===== src/design/fss_pkg.sv =====
// Package for the fuzzy subsequence scorer: shared types, score constants,
// register indexes and the ASCII case-fold function. No dependencies.
package fss_pkg;

    // Fixed widths
    localparam int QUERY_BYTES = 8;
    localparam int QUERY_W     = QUERY_BYTES * 8;
    localparam int QLEN_W      = 4;
    localparam int SCORE_W     = 10;

    // Score terms
    localparam logic [SCORE_W-1:0] SCORE_BASE   = 10'd100;
    localparam logic [SCORE_W-1:0] PREFIX_BONUS = 10'd50;
    localparam logic [SCORE_W-1:0] SUBSTR_BONUS = 10'd30;
    localparam logic [SCORE_W-1:0] WORD_BONUS   = 10'd10;

    // Word separators and case-fold constants (raw bytes)
    localparam logic [7:0] CHAR_SPACE      = 8'h20;
    localparam logic [7:0] CHAR_UNDERSCORE = 8'h5F;
    localparam logic [7:0] CHAR_UPPER_A    = 8'h41;
    localparam logic [7:0] CHAR_UPPER_Z    = 8'h5A;
    localparam logic [7:0] CASE_OFFSET     = 8'h20;

    // Configuration register indexes
    typedef enum logic [0:0] {
        CFG_QUERY_CHARS  = 1'b0,
        CFG_QUERY_LENGTH = 1'b1
    } t_cfg_reg;

    // Active query, bytes already case-folded, length already clamped
    typedef struct packed {
        logic [QUERY_W-1:0] chars;
        logic [QLEN_W-1:0]  length;
    } t_query;

    // One result item
    typedef struct packed {
        logic               matched;
        logic [SCORE_W-1:0] score;
    } t_result;

    // Map 'A'..'Z' onto 'a'..'z', everything else passes
    function automatic logic [7:0] fold_char(input logic [7:0] c);
        logic [7:0] r;
        r = c;
        if (c >= CHAR_UPPER_A && c <= CHAR_UPPER_Z) begin
            r = c + CASE_OFFSET;
        end
        return r;
    endfunction

endpackage


===== src/design/fuzzy_subsequence_scorer.sv =====
// Top level of the fuzzy subsequence scorer: input register, match core,
// result register and configuration port. Depends on fss_pkg, fss_cfg_regs, fss_match_core.
//
//  Channel   Direction  Request contents
//  s_axis    in         tdata[7:0] name_char, tlast last_char
//  m_axis    out        tdata[9:0] score (unsigned, upper bits zero), tuser matched
//  cfg       in         index 0 query_chars (64 bits), index 1 query_length (4 bits)
//
// One name byte per cycle unless a byte with tlast waits on a stalled result;
// a byte passes the input register, then its score lands in the result register.
// Only the byte with tlast produces a result. A stalled result holds only
// bytes with tlast behind it; other bytes keep flowing. Reset is synchronous
// and clears all match state and both query registers. Config is always ready.
module fuzzy_subsequence_scorer #(
    parameter int MAX_QUERY = 8,
    parameter int MAX_NAME  = 255
) (
    input  logic        i_clk,
    input  logic        i_rst_n,
    // name byte stream
    input  logic        s_axis_tvalid,
    output logic        s_axis_tready,
    input  logic [7:0]  s_axis_tdata,   // [7:0] name_char
    input  logic        s_axis_tlast,
    // score stream
    output logic        m_axis_tvalid,
    input  logic        m_axis_tready,
    output logic [15:0] m_axis_tdata,   // [9:0] score, [15:10] zero
    output logic        m_axis_tuser,   // [0] matched
    output logic        m_axis_tlast,
    // configuration writes
    input  logic        i_cfg_valid,
    output logic        o_cfg_ready,
    input  logic        i_cfg_index,
    input  logic [63:0] i_cfg_data
);

    fss_pkg::t_query  query;
    fss_pkg::t_result result;

    logic       r_in_valid;
    logic [7:0] r_in_char;
    logic       r_in_last;
    logic       advance;
    logic       r_out_valid;
    logic       r_out_matched;
    logic [fss_pkg::SCORE_W-1:0] r_out_score;

    // Configuration
    assign o_cfg_ready = 1'b1;

    fss_cfg_regs #(
        .MAX_QUERY (MAX_QUERY)
    ) u_cfg (
        .i_clk      (i_clk),
        .i_rst_n    (i_rst_n),
        .i_wr_en    (i_cfg_valid & o_cfg_ready),
        .i_wr_index (fss_pkg::t_cfg_reg'(i_cfg_index)),
        .i_wr_data  (i_cfg_data),
        .o_query    (query)
    );

    // Byte in the input register moves on unless it needs a busy result slot
    assign advance       = r_in_valid && (!r_in_last || !r_out_valid || m_axis_tready);
    assign s_axis_tready = !r_in_valid || advance;

    // Input register
    always_ff @(posedge i_clk) begin
        if (!i_rst_n) begin
            r_in_valid <= 1'b0;
        end else if (s_axis_tready) begin
            r_in_valid <= s_axis_tvalid;
        end
    end

    always_ff @(posedge i_clk) begin
        if (s_axis_tready && s_axis_tvalid) begin
            r_in_char <= s_axis_tdata;
            r_in_last <= s_axis_tlast;
        end
    end

    fss_match_core #(
        .MAX_QUERY (MAX_QUERY),
        .MAX_NAME  (MAX_NAME)
    ) u_core (
        .i_clk     (i_clk),
        .i_rst_n   (i_rst_n),
        .i_advance (advance),
        .i_char    (r_in_char),
        .i_last    (r_in_last),
        .i_query   (query),
        .o_result  (result)
    );

    // Result register
    always_ff @(posedge i_clk) begin
        if (!i_rst_n) begin
            r_out_valid <= 1'b0;
        end else if (advance && r_in_last) begin
            r_out_valid <= 1'b1;
        end else if (m_axis_tready) begin
            r_out_valid <= 1'b0;
        end
    end

    always_ff @(posedge i_clk) begin
        if (advance && r_in_last) begin
            r_out_matched <= result.matched;
            r_out_score   <= result.score;
        end
    end

    assign m_axis_tvalid = r_out_valid;
    assign m_axis_tdata  = {{(16 - fss_pkg::SCORE_W){1'b0}}, r_out_score};
    assign m_axis_tuser  = r_out_matched;
    assign m_axis_tlast  = 1'b1;

endmodule


===== src/design/fss_cfg_regs.sv =====
// Query configuration registers; folds query bytes on write and clamps length.
// Depends on fss_pkg.
module fss_cfg_regs #(
    parameter int MAX_QUERY = 8
) (
    input  logic                       i_clk,
    input  logic                       i_rst_n,
    input  logic                       i_wr_en,
    input  fss_pkg::t_cfg_reg          i_wr_index,
    input  logic [fss_pkg::QUERY_W-1:0] i_wr_data,
    output fss_pkg::t_query            o_query
);

    localparam logic [fss_pkg::QLEN_W-1:0] MaxQ = fss_pkg::QLEN_W'(MAX_QUERY);

    logic [fss_pkg::QUERY_W-1:0] r_chars;
    logic [fss_pkg::QLEN_W-1:0]  r_length;
    logic [fss_pkg::QUERY_W-1:0] n_chars;

    // Fold every byte of an incoming query word
    always_comb begin
        for (int k = 0; k < fss_pkg::QUERY_BYTES; k++) begin
            n_chars[k*8 +: 8] = fss_pkg::fold_char(i_wr_data[k*8 +: 8]);
        end
    end

    // Register write decode
    always_ff @(posedge i_clk) begin
        if (!i_rst_n) begin
            r_chars  <= '0;
            r_length <= '0;
        end else if (i_wr_en) begin
            unique case (i_wr_index)
                fss_pkg::CFG_QUERY_CHARS:  r_chars  <= n_chars;
                fss_pkg::CFG_QUERY_LENGTH: r_length <= i_wr_data[fss_pkg::QLEN_W-1:0];
                default: ;
            endcase
        end
    end

    assign o_query.chars  = r_chars;
    assign o_query.length = (r_length > MaxQ) ? MaxQ : r_length;

endmodule


===== src/design/fss_match_core.sv =====
// Per-name match state and combinational scoring of one name byte.
// Depends on fss_pkg.
module fss_match_core #(
    parameter int MAX_QUERY = 8,
    parameter int MAX_NAME  = 255
) (
    input  logic               i_clk,
    input  logic               i_rst_n,
    input  logic               i_advance,
    input  logic [7:0]         i_char,
    input  logic               i_last,
    input  fss_pkg::t_query    i_query,
    output fss_pkg::t_result   o_result
);

    localparam int LEN_W = $clog2(MAX_NAME + 1);
    localparam int WIN_W = MAX_QUERY * 8;
    localparam logic [LEN_W-1:0] MaxLen = LEN_W'(MAX_NAME);
    localparam int SW = fss_pkg::SCORE_W;

    logic [fss_pkg::QLEN_W-1:0] r_qpos,  n_qpos;
    logic [fss_pkg::QLEN_W-1:0] r_hits,  n_hits;
    logic                       r_prefix, n_prefix;
    logic                       r_substr, n_substr;
    logic [LEN_W-1:0]           r_len,   n_len;
    logic [7:0]                 r_prev;
    logic [WIN_W-1:0]           r_win,   n_win;

    logic [7:0]                 c;
    logic [fss_pkg::QLEN_W-1:0] qlen;
    logic [7:0]                 qbyte;
    logic                       at_start, word_start, char_hit;
    logic [MAX_QUERY-1:0]       lane_ok;
    logic [fss_pkg::QLEN_W-1:0] lane_idx;
    logic                       window_hit;

    assign c        = fss_pkg::fold_char(i_char);
    assign qlen     = i_query.length;
    assign qbyte    = i_query.chars[{r_qpos[2:0], 3'b000} +: 8];
    assign at_start = (r_len == '0);
    assign word_start = at_start || r_prev == fss_pkg::CHAR_SPACE
                        || r_prev == fss_pkg::CHAR_UNDERSCORE;
    assign char_hit = (r_qpos < qlen) && (c == qbyte);

    // Greedy in-order match, prefix and word-start hits
    always_comb begin
        n_qpos   = r_qpos;
        n_hits   = r_hits;
        n_prefix = r_prefix;
        if (char_hit) begin
            n_qpos = r_qpos + 1'b1;
            if (r_qpos == '0 && at_start) begin
                n_prefix = 1'b1;
            end
            if (word_start) begin
                n_hits = r_hits + 1'b1;
            end
        end
        n_len = (r_len < MaxLen) ? r_len + 1'b1 : r_len;
    end

    // Sliding window of the newest folded bytes, newest in the low byte
    always_comb begin
        n_win[7:0] = c;
        for (int k = 1; k < MAX_QUERY; k++) begin
            n_win[k*8 +: 8] = r_win[(k-1)*8 +: 8];
        end
    end

    // Contiguous query check: window byte k against query byte qlen-1-k
    always_comb begin
        for (int k = 0; k < MAX_QUERY; k++) begin
            lane_idx   = qlen - 1'b1 - fss_pkg::QLEN_W'(k);
            lane_ok[k] = (fss_pkg::QLEN_W'(k) >= qlen)
                         || (n_win[k*8 +: 8] == i_query.chars[{lane_idx[2:0], 3'b000} +: 8]);
        end
        window_hit = (&lane_ok) && (n_len >= LEN_W'(qlen));
        n_substr   = r_substr || (qlen == '0) || window_hit;
    end

    // Score from the state after this byte (modulo the score width)
    always_comb begin
        o_result.matched = (n_qpos >= qlen);
        o_result.score   = '0;
        if (o_result.matched) begin
            o_result.score = fss_pkg::SCORE_BASE
                           + (n_prefix ? fss_pkg::PREFIX_BONUS : '0)
                           + (n_substr ? fss_pkg::SUBSTR_BONUS : '0)
                           + SW'(n_hits) * fss_pkg::WORD_BONUS
                           - SW'(n_len);
        end
    end

    // State update; the last byte clears the name state
    always_ff @(posedge i_clk) begin
        if (!i_rst_n) begin
            r_qpos   <= '0;
            r_hits   <= '0;
            r_prefix <= 1'b0;
            r_substr <= 1'b0;
            r_len    <= '0;
            r_prev   <= '0;
            r_win    <= '0;
        end else if (i_advance) begin
            if (i_last) begin
                r_qpos   <= '0;
                r_hits   <= '0;
                r_prefix <= 1'b0;
                r_substr <= 1'b0;
                r_len    <= '0;
                r_prev   <= '0;
                r_win    <= '0;
            end else begin
                r_qpos   <= n_qpos;
                r_hits   <= n_hits;
                r_prefix <= n_prefix;
                r_substr <= n_substr;
                r_len    <= n_len;
                r_prev   <= i_char;
                r_win    <= n_win;
            end
        end
    end

endmodule


===== config.mk =====
export PLATFORM = sky130hd
export DESIGN_NAME = fuzzy_subsequence_scorer
export DESIGN_NICKNAME = d
export VERILOG_FILES = /design/src/design/fss_pkg.sv /design/src/design/fuzzy_subsequence_scorer.sv /design/src/design/fss_cfg_regs.sv /design/src/design/fss_match_core.sv
export SDC_FILE = /design/constraint.sdc
export NUM_CORES = 1
export LEC_CHECK = 0
export ABC_AREA = 0
export BUFFER_PORTS_ARGS = -buffer_cell sky130_fd_sc_hd__buf_2
export CAP_MARGIN = 0
export CORE_MARGIN = 5
export CORE_UTILIZATION = 60
export CTS_CLUSTER_DIAMETER = 50
export DETAILED_ROUTE_END_ITERATION = 7
export PLACE_DENSITY_LB_ADDON = 0.1
export SYNTH_ARGS = -nofsm -noshare
export SYNTH_HDL_FRONTEND = slang
export SYNTH_SLANG_ARGS = --single-unit

===== constraint.sdc =====
create_clock -name i_clk -period 19.1 [get_ports i_clk]
set_input_delay 3.82 -clock i_clk [delete_from_list [all_inputs] [get_ports i_clk]]
set_output_delay 3.82 -clock i_clk [all_outputs]
set_load 0.03 [all_outputs]

==> results.yml, run 1 <==
status:
  status: "complete, no violations"
sta:
  fmax_mhz: 120
  finalWorstSetupSlack_ns: 10.76
  fin_crit_ns: 8.34
  relSlewSlack: 0.321
  period_share: 0.437
  fin_hold_ws_ns: 0.465
  fin_setup_tns_ns: 0
  tightestPinTransition_ns: 1.02
  hold_viol: 0
  finalSetupViolCount: 0
  clock_skew_ns: 0.0109
  drv_slew: 0
  rsz0062_at_grt: "no"
final_layout:
  area_delta_synth_final_pct: 8.13
  drive_gt1_frac: 0.153
  n_fill_cell: 1749
  layout_commonest_cell: "nand2_1"
  fin_nets: 1620
  antenna_cells: 0
  layout_common_cells: "nand2_1, dfxtp_1, a21boi_0, buf_2, nand3_1"
pwr:
  ir_drop_v: 0.0000504
  power_density_nw_per_um2: 70.3
  leakage_nw: 5.20
cts:
  clock_sinks: 167
  clockBufferDepth: 2
  cts_hold_buf: 0
  htree_levels: 4
  post_cts_buffers: 0
  cts_made_buffers: 17
  clock-root-buffer: "clkbuf_16"
  path_clk_slew_ns: 0.07
  clock_latency_ns: 0.44
  ctsResizeCount: 0
  cts_tree: "done"
routing:
  drt_pass1_iterations: 6
  wl_met3_um: 4010
  drc: 0
  routed.top_layer: "met4"
  vias: 11881
  drt_iter0_markers: 1490
  antenna_left: 0
  routed_wl_um: 40100
  wire_per_inst_um: 22.6
  vias_per_cell: 6.70
  wl_met2_um: 17300
  met1_length_um: 16300
floorplanning:
  start_util: 0.610
  ios: 100
  num_rows: 53
  die_area_um2: 24400
  core_um2: 21000
  die_h_um: 156
  die_w_um: 156
yosys:
  ys_seq_area_frac: 0.276
  netlist_area_um2: 12800
  ys.flop_type: "dfxtp_1"
  synth_cell_types: 85
  ys_ff_latch: 167
  syn_inst: 1472
  synth_edf_count: 20
  avgSynthCellArea_um2: 8.71
  async_flop_share: 0
  yosysWarnings: 0
setup_path:
  slowest_delay_ns: 0.25
  cp-start-kind: "input pin"
  cp_slowest_cell: "nor2b_1"
  crit_chain: "buf_2, nor2b_1, nand3_1, buf_2"
  cp.required_ns: 15.28
  cpMostUsedCell: "buf_2"
  regToRegStartpoint: "u_cfg.r_length[3]$_SDFFE_PN0P_"
  crit_arrival_ns: 4.52
  r2r_slack_ns: 11.34
  endpoint_kind: "output pin"
  worst_r2r_endpoint: "r_out_score[9]$_SDFFCE_PN0P_"
  reg2regPathDepth: 24
  crit_type: "in2out"
  worstPathMaxFanout: 4
hold_path:
  hold_class: "reg2reg"
  hold_start: "u_core.r_prev[7]$_SDFFE_PN0P_"
  worst_hold_path.num_cells: 2
  hold-path-endpoint: "u_core.r_prev[7]$_SDFFE_PN0P_"
place:
  globalplace.congestion: 0.994
  hpwl_um: 28400
  pre_cts_ws_ns: 10.75
  portBuffers: 91
global_routing:
  grt_max_degree: 82
  grt_pass1_vias: 11172
  grt_pass1_wl_um: 62900
  grt_antenna_before_repair: 0
  grt_overflow: 0
  grt_use_total: 0.327
job:
  maxCapViolCount: 0
stage by stage:
stage          power (mW)  instance area (um2)  utilization  instances
6_report            0.975                13900        0.660       1773
5_1_grt              1.01                13900        0.660       1773
4_1_cts             0.972                13900        0.660       1773
3_5_place_dp        0.609                13200        0.630       1741
3_3_place_gp        0.606                13200        0.630       1741
2_1_floorplan       0.546                12800            -       1478
sequential cells by signal, summed over array words and instances (netlist names):
register and cells:
u_core.r_prev 3, r_in_last 1, u_core.r_substr 1, m_axis_tuser 1
u_core.r_prefix 1, u_core.r_win 56, r_out_score 10, m_axis_tvalid 1
r_in_valid 1, u_cfg.r_length 4, r_in_char 8, u_core.r_len 8
u_core.r_hits 4, u_core.r_qpos 4, u_cfg.r_chars 64
metal layers:
| metal | up-vias | global-route usage |
|---|---|---|
| li1 | 5431 | - |
| met1 | 5586 | 0.442 |
| met2 | 700 | 0.495 |
| met3 | 164 | 0.0666 |
| met4 | 0 | 0.178 |
| met5 | - | 0 |
worst max-delay path, delay by kind of cell:
| kind | cells | cell delay (ns) |
|---|---|---|
| simple gates | 2 | 0.38 |
| buf+inv | 2 | 0.32 |
logic make-up (layout without fill, tap and decap cells):
logic type               count (synthesis)  in the layout  share of synthesized area
AND/OR/NAND/NOR                        465            465                      0.176
other                                    2              8                   0.000586
AO/OA/AOI/OAI                          385            385                      0.210
multiplexers                           139            139                      0.157
adder cells (fa/ha/maj)                 56             56                     0.0605
buffers and inverters                  169            189                     0.0572
flip-flops                             167            167                      0.276
XOR/XNOR                                89             89                     0.0628
report_power, final:
group / leakage (nW) / total [mW] / switching [mW] / internal, mW
logic: 3.51 / 0.216 / 0.128 / 0.0885
registers: 1.39 / 0.393 / 0.0252 / 0.368
clock network: 0.308 / 0.366 / 0.170 / 0.196
synthesized netlist by cell type, drive strengths merged (15+ instances only):
| cell | number | share of area |
|---|---|---|
| xnor2 | 39 | 0.029 |
| nor2b | 26 | 0.013 |
| a31oi | 18 | 0.0088 |
| or3 | 15 | 0.0073 |
| a21boi | 111 | 0.065 |
| edfxtp | 20 | 0.047 |
| nand2 | 184 | 0.054 |
| ha | 46 | 0.045 |
| xor2 | 50 | 0.034 |
| dfxtp | 147 | 0.23 |
| nor3 | 28 | 0.012 |
| inv | 47 | 0.014 |
| o221ai | 17 | 0.012 |
| o22ai | 28 | 0.014 |
| nor2 | 55 | 0.016 |
| clkbuf | 72 | 0.021 |
| buf | 48 | 0.022 |
| o21ai | 61 | 0.024 |
| a21oi | 43 | 0.017 |
| mux4 | 47 | 0.083 |
| nand3 | 88 | 0.034 |
| mux2i | 70 | 0.055 |
| mux2 | 22 | 0.019 |
area by class of cell:
class	instances	area (um2)	share of cell area
Multi-Input combinational cell	1142	8580	0.619
Clock inverter	14	174	0.0125
Tap cell	275	344	0.0248
Inverter	49	184	0.0133
Clock buffer	18	450	0.0325
Sequential cell	167	3550	0.256
Timing Repair Buffer	108	586	0.0422
worst max path at each step:
| stage | startpoint | to | cells past startpoint |
|---|---|---|---|
| 3_3_place_gp | m_axis_tready | s_axis_tready | 4 |
| 3_5_place_dp | m_axis_tready | s_axis_tready | 4 |
| 6_report | m_axis_tready | s_axis_tready | 4 |
| 5_1_grt | m_axis_tready | s_axis_tready | 4 |
| 4_1_cts | m_axis_tready | s_axis_tready | 4 |
| 2_1_floorplan | m_axis_tready | s_axis_tready | 2 |
No activity file was read; power rests on OpenSTA's default activity.
==> run 2: changes to the inputs <==
- CORE_UTILIZATION: 60 -> 56
- clock period: 19.1 -> 7.15 ns (I/O delays scaled with it)
==> run 2 against run 1 <==
Compared with the run above:
- sequential power grew to 2.7 times the previous value
- first-iteration DRC count down 1.4%
- cell count up 1.9%
- total power grew to 2.6 times the previous value
==> results.yml, run 2 (synthesized netlist as in run 1, its figures left out) <==
status:
  status: "complete, no violations"
setup_path:
  crit_chain: "buf_4, buf_6, mux2_2, o221ai_1, o22ai_1, xor2_1, nor4_1, nand4_1, a2111oi_0, nand3_1, nor4_4, or2_1, fa_1, fa_1, ha_1, a21o_1, a21o_1, a21oi_1, o21bai_1, a21oi_1, xnor2_1, nor2_1"
  r2r_slack_ns: 0.34
  path_delay_family: "compound AO/OA/AOI/OAI gates"
  cp-start-kind: "register"
  slowest_delay_ns: 0.56
  crit_type: "reg2reg"
  crit_arrival_ns: 6.98
  cp.required_ns: 7.32
  cp_slowest_cell: "a2111oi_0"
  worst-path-buf-inv: 2
  worstPathMaxFanout: 37
  endpoint_kind: "register"
pwr:
  ir_drop_v: 0.000139
  leakage_nw: 5.31
  power_density_nw_per_um2: 184
sta:
  fin_crit_ns: 6.81
  fin_hold_ws_ns: 0.472
  clock_skew_ns: 0.0123
  finalWorstSetupSlack_ns: 0.344
  tightestPinTransition_ns: 1.06
  period_share: 0.952
  hold_viol: 0
  rsz0062_at_grt: "no"
  relSlewSlack: 0.288
  fmax_mhz: 147
  fin_setup_tns_ns: 0
  finalSetupViolCount: 0
  drv_slew: 0
cts:
  htree_levels: 4
  cts_tree: "done"
  path_clk_slew_ns: 0.08
  cts_hold_buf: 0
  clock_latency_ns: 0.44
  clock-root-buffer: "clkbuf_16"
  clockBufferDepth: 2
  clock_sinks: 167
  cts_made_buffers: 17
floorplanning:
  num_rows: 55
  die_h_um: 161
  ios: 100
  die_area_um2: 26000
  core_um2: 22600
  die_w_um: 161
  start_util: 0.568
global_routing:
  grt_max_degree: 86
  grt_pass1_vias: 11208
  grt_pass1_wl_um: 66500
  grt_antenna_before_repair: 0
  grt_use_total: 0.329
  grt_overflow: 0
final_layout:
  area_delta_synth_final_pct: 9.44
  regMostFlops: "u_cfg.r_chars"
  layout_common_cells: "nand2_1, dfxtp_1, a21boi_0, buf_2, nand3_1"
  fin_nets: 1644
  drive_gt1_frac: 0.166
  largest_register_ffs: 64
  top_regs: "u_cfg.r_chars x64, u_core.r_win x56, r_out_score x10"
  layout_commonest_cell: "nand2_1"
  antenna_cells: 0
place:
  globalplace.congestion: 1.07
  hpwl_um: 31600
  pre_cts_ws_ns: 0.232
  portBuffers: 91
job:
  maxCapViolCount: 0
routing:
  routed_wl_um: 43400
  antenna_left: 0
  drt_iter0_markers: 1469
  vias: 12070
  drt_pass1_iterations: 6
  wire_per_inst_um: 24.0
  vias_per_cell: 6.68
  drc: 0
hold_path:
  hold_class: "reg2reg"
run 2: final timing paths:
path | start | end | depth (start not counted)
setup reg to reg | u_cfg.r_length[0]$_SDFFE_PN0P_ | r_out_score[9]$_SDFFCE_PN0P_ | 22
hold / removal | u_core.r_prev[7]$_SDFFE_PN0P_ | u_core.r_prev[7]$_SDFFE_PN0P_ | 2
setup / recovery | u_cfg.r_length[0]$_SDFFE_PN0P_ | r_out_score[9]$_SDFFCE_PN0P_ | 22
hold reg to reg | u_core.r_prev[7]$_SDFFE_PN0P_ | u_core.r_prev[7]$_SDFFE_PN0P_ | 2
run 2: metal layers:
layer,global-route usage,wire [um]
met5,0,0
met2,0.493,18600
met4,0.159,2570
met1,0.449,17700
met3,0.0758,4550
run 2: final cells by class:
class                           instances  area (um2)
Tap cell                              285         357
Inverter                               49         184
Multi-Input combinational cell       1142        8590
Sequential cell                       167        3550
Timing Repair Buffer                  132         769
Clock buffer                           18         439
Clock inverter                         14         148
Fill cell                            1989        8540
run 2: timing repair:
action / 4_1_cts / 5_1_grt
setup endpoints to repair: 0 / 2
setup buffers: 0 / 0
resized for setup: 0 / 2
run 2: worst reg2reg max path, delay by kind of cell (launching register included):
| kind | cells | cell delay (ns) |
|---|---|---|
| compound gates | 8 | 1.87 |
| xor+xnor | 2 | 0.31 |
| fa+ha+maj | 3 | 1.28 |
| buf+inv | 2 | 0.83 |
| flops | 1 | 0.35 |
| mux | 1 | 0.41 |
| simple gates | 6 | 1.51 |
run 2: stage by stage:
step                area [um2]  power (mW)   util  instances
floorplan                12800        1.46      -       1478
global placement         13400        1.65  0.595       1775
detailed placement       13400        1.65  0.595       1775
CTS                      14000        2.58  0.621       1807
global route             14000        2.68  0.622       1807
finish                   14000        2.58  0.622       1807
run 2: report_power, final:
| group | internal, mW | total (mW) | switching [mW] |
|---|---|---|---|
| Clock | 0.477 | 0.934 | 0.457 |
| Combinational | 0.247 | 0.595 | 0.348 |
| Sequential | 0.982 | 1.05 | 0.0702 |
==> run 3: changes to the inputs <==
- CORE_UTILIZATION: 56 -> 50
- RECOVER_POWER: unset -> 25
- clock period: 7.15 -> 8.76 ns (I/O delays scaled with it)
==> run 3 against run 2 <==
Compared with the run above:
- the run now ends with capacitance limit, slew limit left
- register-to-register slack gained 1.0 ns
- setup slack improved by 1.0 ns
- combinational power decreased by 21%
- routed wire length decreased by 1.0%
- die area increased by 11%
- critical endpoint unchanged
- largest cell class unchanged
==> results.yml, run 3 (synthesized netlist as in run 1, its figures left out) <==
pwr:
  clkPwrFrac: 0.375
  p_sw_uw: 721
  power_density_nw_per_um2: 153
  leakage_nw: 5.19
  pwr-share-seq: 0.404
  switching_share: 0.338
  ir_drop_v: 0.000120
  p_int_mw: 1.41
  power.total_mw: 2.13
  p_comb_frac: 0.220
routing:
  drt_iter0_markers: 1264
  antenna_left: 0
  wire_per_inst_um: 23.5
  routed_wl_um: 43000
  drt_pass1_iterations: 5
  vias_per_cell: 6.43
  vias: 11763
  drc: 0
setup_path:
  crit_chain: "nand2b_1, ha_1, clkinv_1, xnor2_1, mux2i_1, xnor2_1, nor4_1, nand3_1, o32a_1, nor4_2, or2_1, fa_1, fa_1, ha_1, a21o_1, a21o_1, a21oi_1, o21bai_1, a21oi_1, xnor2_1, nor2_1"
  worst-path-buf-inv: 1
  worstPathMaxFanout: 24
  crit_type: "reg2reg"
  cpMostUsedCell: "xnor2_1"
  path_delay_family: "adder cells"
  cp_slowest_cell: "dfxtp_2"
  endpoint_kind: "register"
  crit_arrival_ns: 7.59
  cp-start-kind: "register"
  r2r_slack_ns: 1.35
  slowest_delay_ns: 0.72
  cp.required_ns: 8.95
floorplanning:
  core_um2: 25300
  ios: 100
  die_area_um2: 28900
  die_w_um: 170
  start_util: 0.508
  num_rows: 58
  die_h_um: 170
final_layout:
  layout_commonest_cell: "nand2_1"
  top_regs: "u_cfg.r_chars x64, u_core.r_win x56, r_out_score x10"
  final_core_util: 0.552
  area_delta_synth_final_pct: 8.69
  drive_gt1_frac: 0.150
  antenna_cells: 0
  largest_register_ffs: 64
  final_cells: 1830
  fin_nets: 1622
  n_fill_cell: 2371
  layout_common_cells: "nand2_1, dfxtp_1, a21boi_0, nand3_1, buf_2"
  regMostFlops: "u_cfg.r_chars"
global_routing:
  grt_overflow: 0
  grt_pass1_wl_um: 66400
  grt_max_degree: 84
  grt_use_total: 0.295
  grt_pass1_vias: 10963
  grt_antenna_before_repair: 0
place:
  globalplace.congestion: 0.974
  portBuffers: 91
  hpwl_um: 31500
  pre_cts_ws_ns: 1.48
  placed_cells: 1798
sta:
  finalSetupViolCount: 0
  drv_slew: 84
  rsz0062_at_grt: "no"
  tightestPinTransition_ns: 3.15
  relSlewSlack: -1.10
  clock_skew_ns: 0.0165
  period_share: 0.845
  finalWorstSetupSlack_ns: 1.35
  fmax_mhz: 135
  fin_crit_ns: 7.41
  hold_viol: 0
  fin_setup_tns_ns: 0
cts:
  cts_made_buffers: 17
  htree_levels: 4
  cts_tree: "done"
  cts_hold_buf: 0
  clock-root-buffer: "clkbuf_16"
  clock_latency_ns: 0.45
  clockBufferDepth: 2
  post_cts_buffers: 0
  clock_sinks: 167
  ctsResizeCount: 0
  path_clk_slew_ns: 0.08
job:
  maxCapViolCount: 1
hold_path:
  hold_class: "reg2reg"
status:
  status: "finished, violations left"
  failed_checks: "capacitance limit, slew limit"
run 3: final cells by class:
class / count / area (um2) / share of cell area
flip-flops and latches: 167 / 3550 / 0.254
repair buffers: 110 / 591 / 0.0424
multi-input cells: 1142 / 8580 / 0.616
clock buffers: 17 / 425 / 0.0305
clock inverters: 15 / 198 / 0.0142
inverters: 49 / 184 / 0.0132
well taps: 330 / 413 / 0.0296
run 3: power by group through the flow:
stage	combinational, mW	clock, mW	sequential, mW
6_report	0.470	0.801	0.863
3_3_place_gp	0.458	0	0.877
2_1_floorplan	0.342	0	0.848
5_1_grt	0.512	0.849	0.863
3_5_place_dp	0.461	0	0.877
4_1_cts	0.464	0.816	0.859
run 3: routing by layer:
metal | up-vias | GRT usage | wire length [um]
met2 | 579 | 0.449 | 18700
met4 | 0 | 0.122 | 2140
met5 | - | 0 | 0
met3 | 133 | 0.0472 | 3380
li1 | 5410 | - | -
met1 | 5641 | 0.419 | 18800
run 3: worst reg2reg max path: stages (launching register included):
cell	delay [ns]
dfxtp_2	0.72
nand2b_1	0.17
ha_1	0.66
clkinv_1	0.64
xnor2_1	0.47
mux2i_1	0.26
xnor2_1	0.09
nor4_1	0.39
nand3_1	0.17
o32a_1	0.32
nor4_2	0.67
or2_1	0.30
fa_1	0.47
fa_1	0.47
ha_1	0.33
a21o_1	0.19
a21o_1	0.18
a21oi_1	0.22
o21bai_1	0.09
a21oi_1	0.17
xnor2_1	0.14
nor2_1	0.05
run 3: final timing paths:
check                                                     from                       endpoint  cells after the start
worst max-delay path            u_cfg.r_length[0]$_SDFFE_PN0P_   r_out_score[9]$_SDFFCE_PN0P_                     21
worst min-delay path             u_core.r_win[55]$_SDFFE_PN0P_  u_core.r_win[55]$_SDFFE_PN0P_                      2
worst max register to register  u_cfg.r_length[0]$_SDFFE_PN0P_   r_out_score[9]$_SDFFCE_PN0P_                     21
worst min register to register   u_core.r_win[55]$_SDFFE_PN0P_  u_core.r_win[55]$_SDFFE_PN0P_                      2
run 3: through the flow:
stage / hold WS (ns) / area, um2
floorplan: 0.441 / 12800
global placement: 0.451 / 13300
detailed placement: 0.470 / 13300
CTS: 0.480 / 13900
global route: 0.501 / 13900
finish: 0.482 / 13900
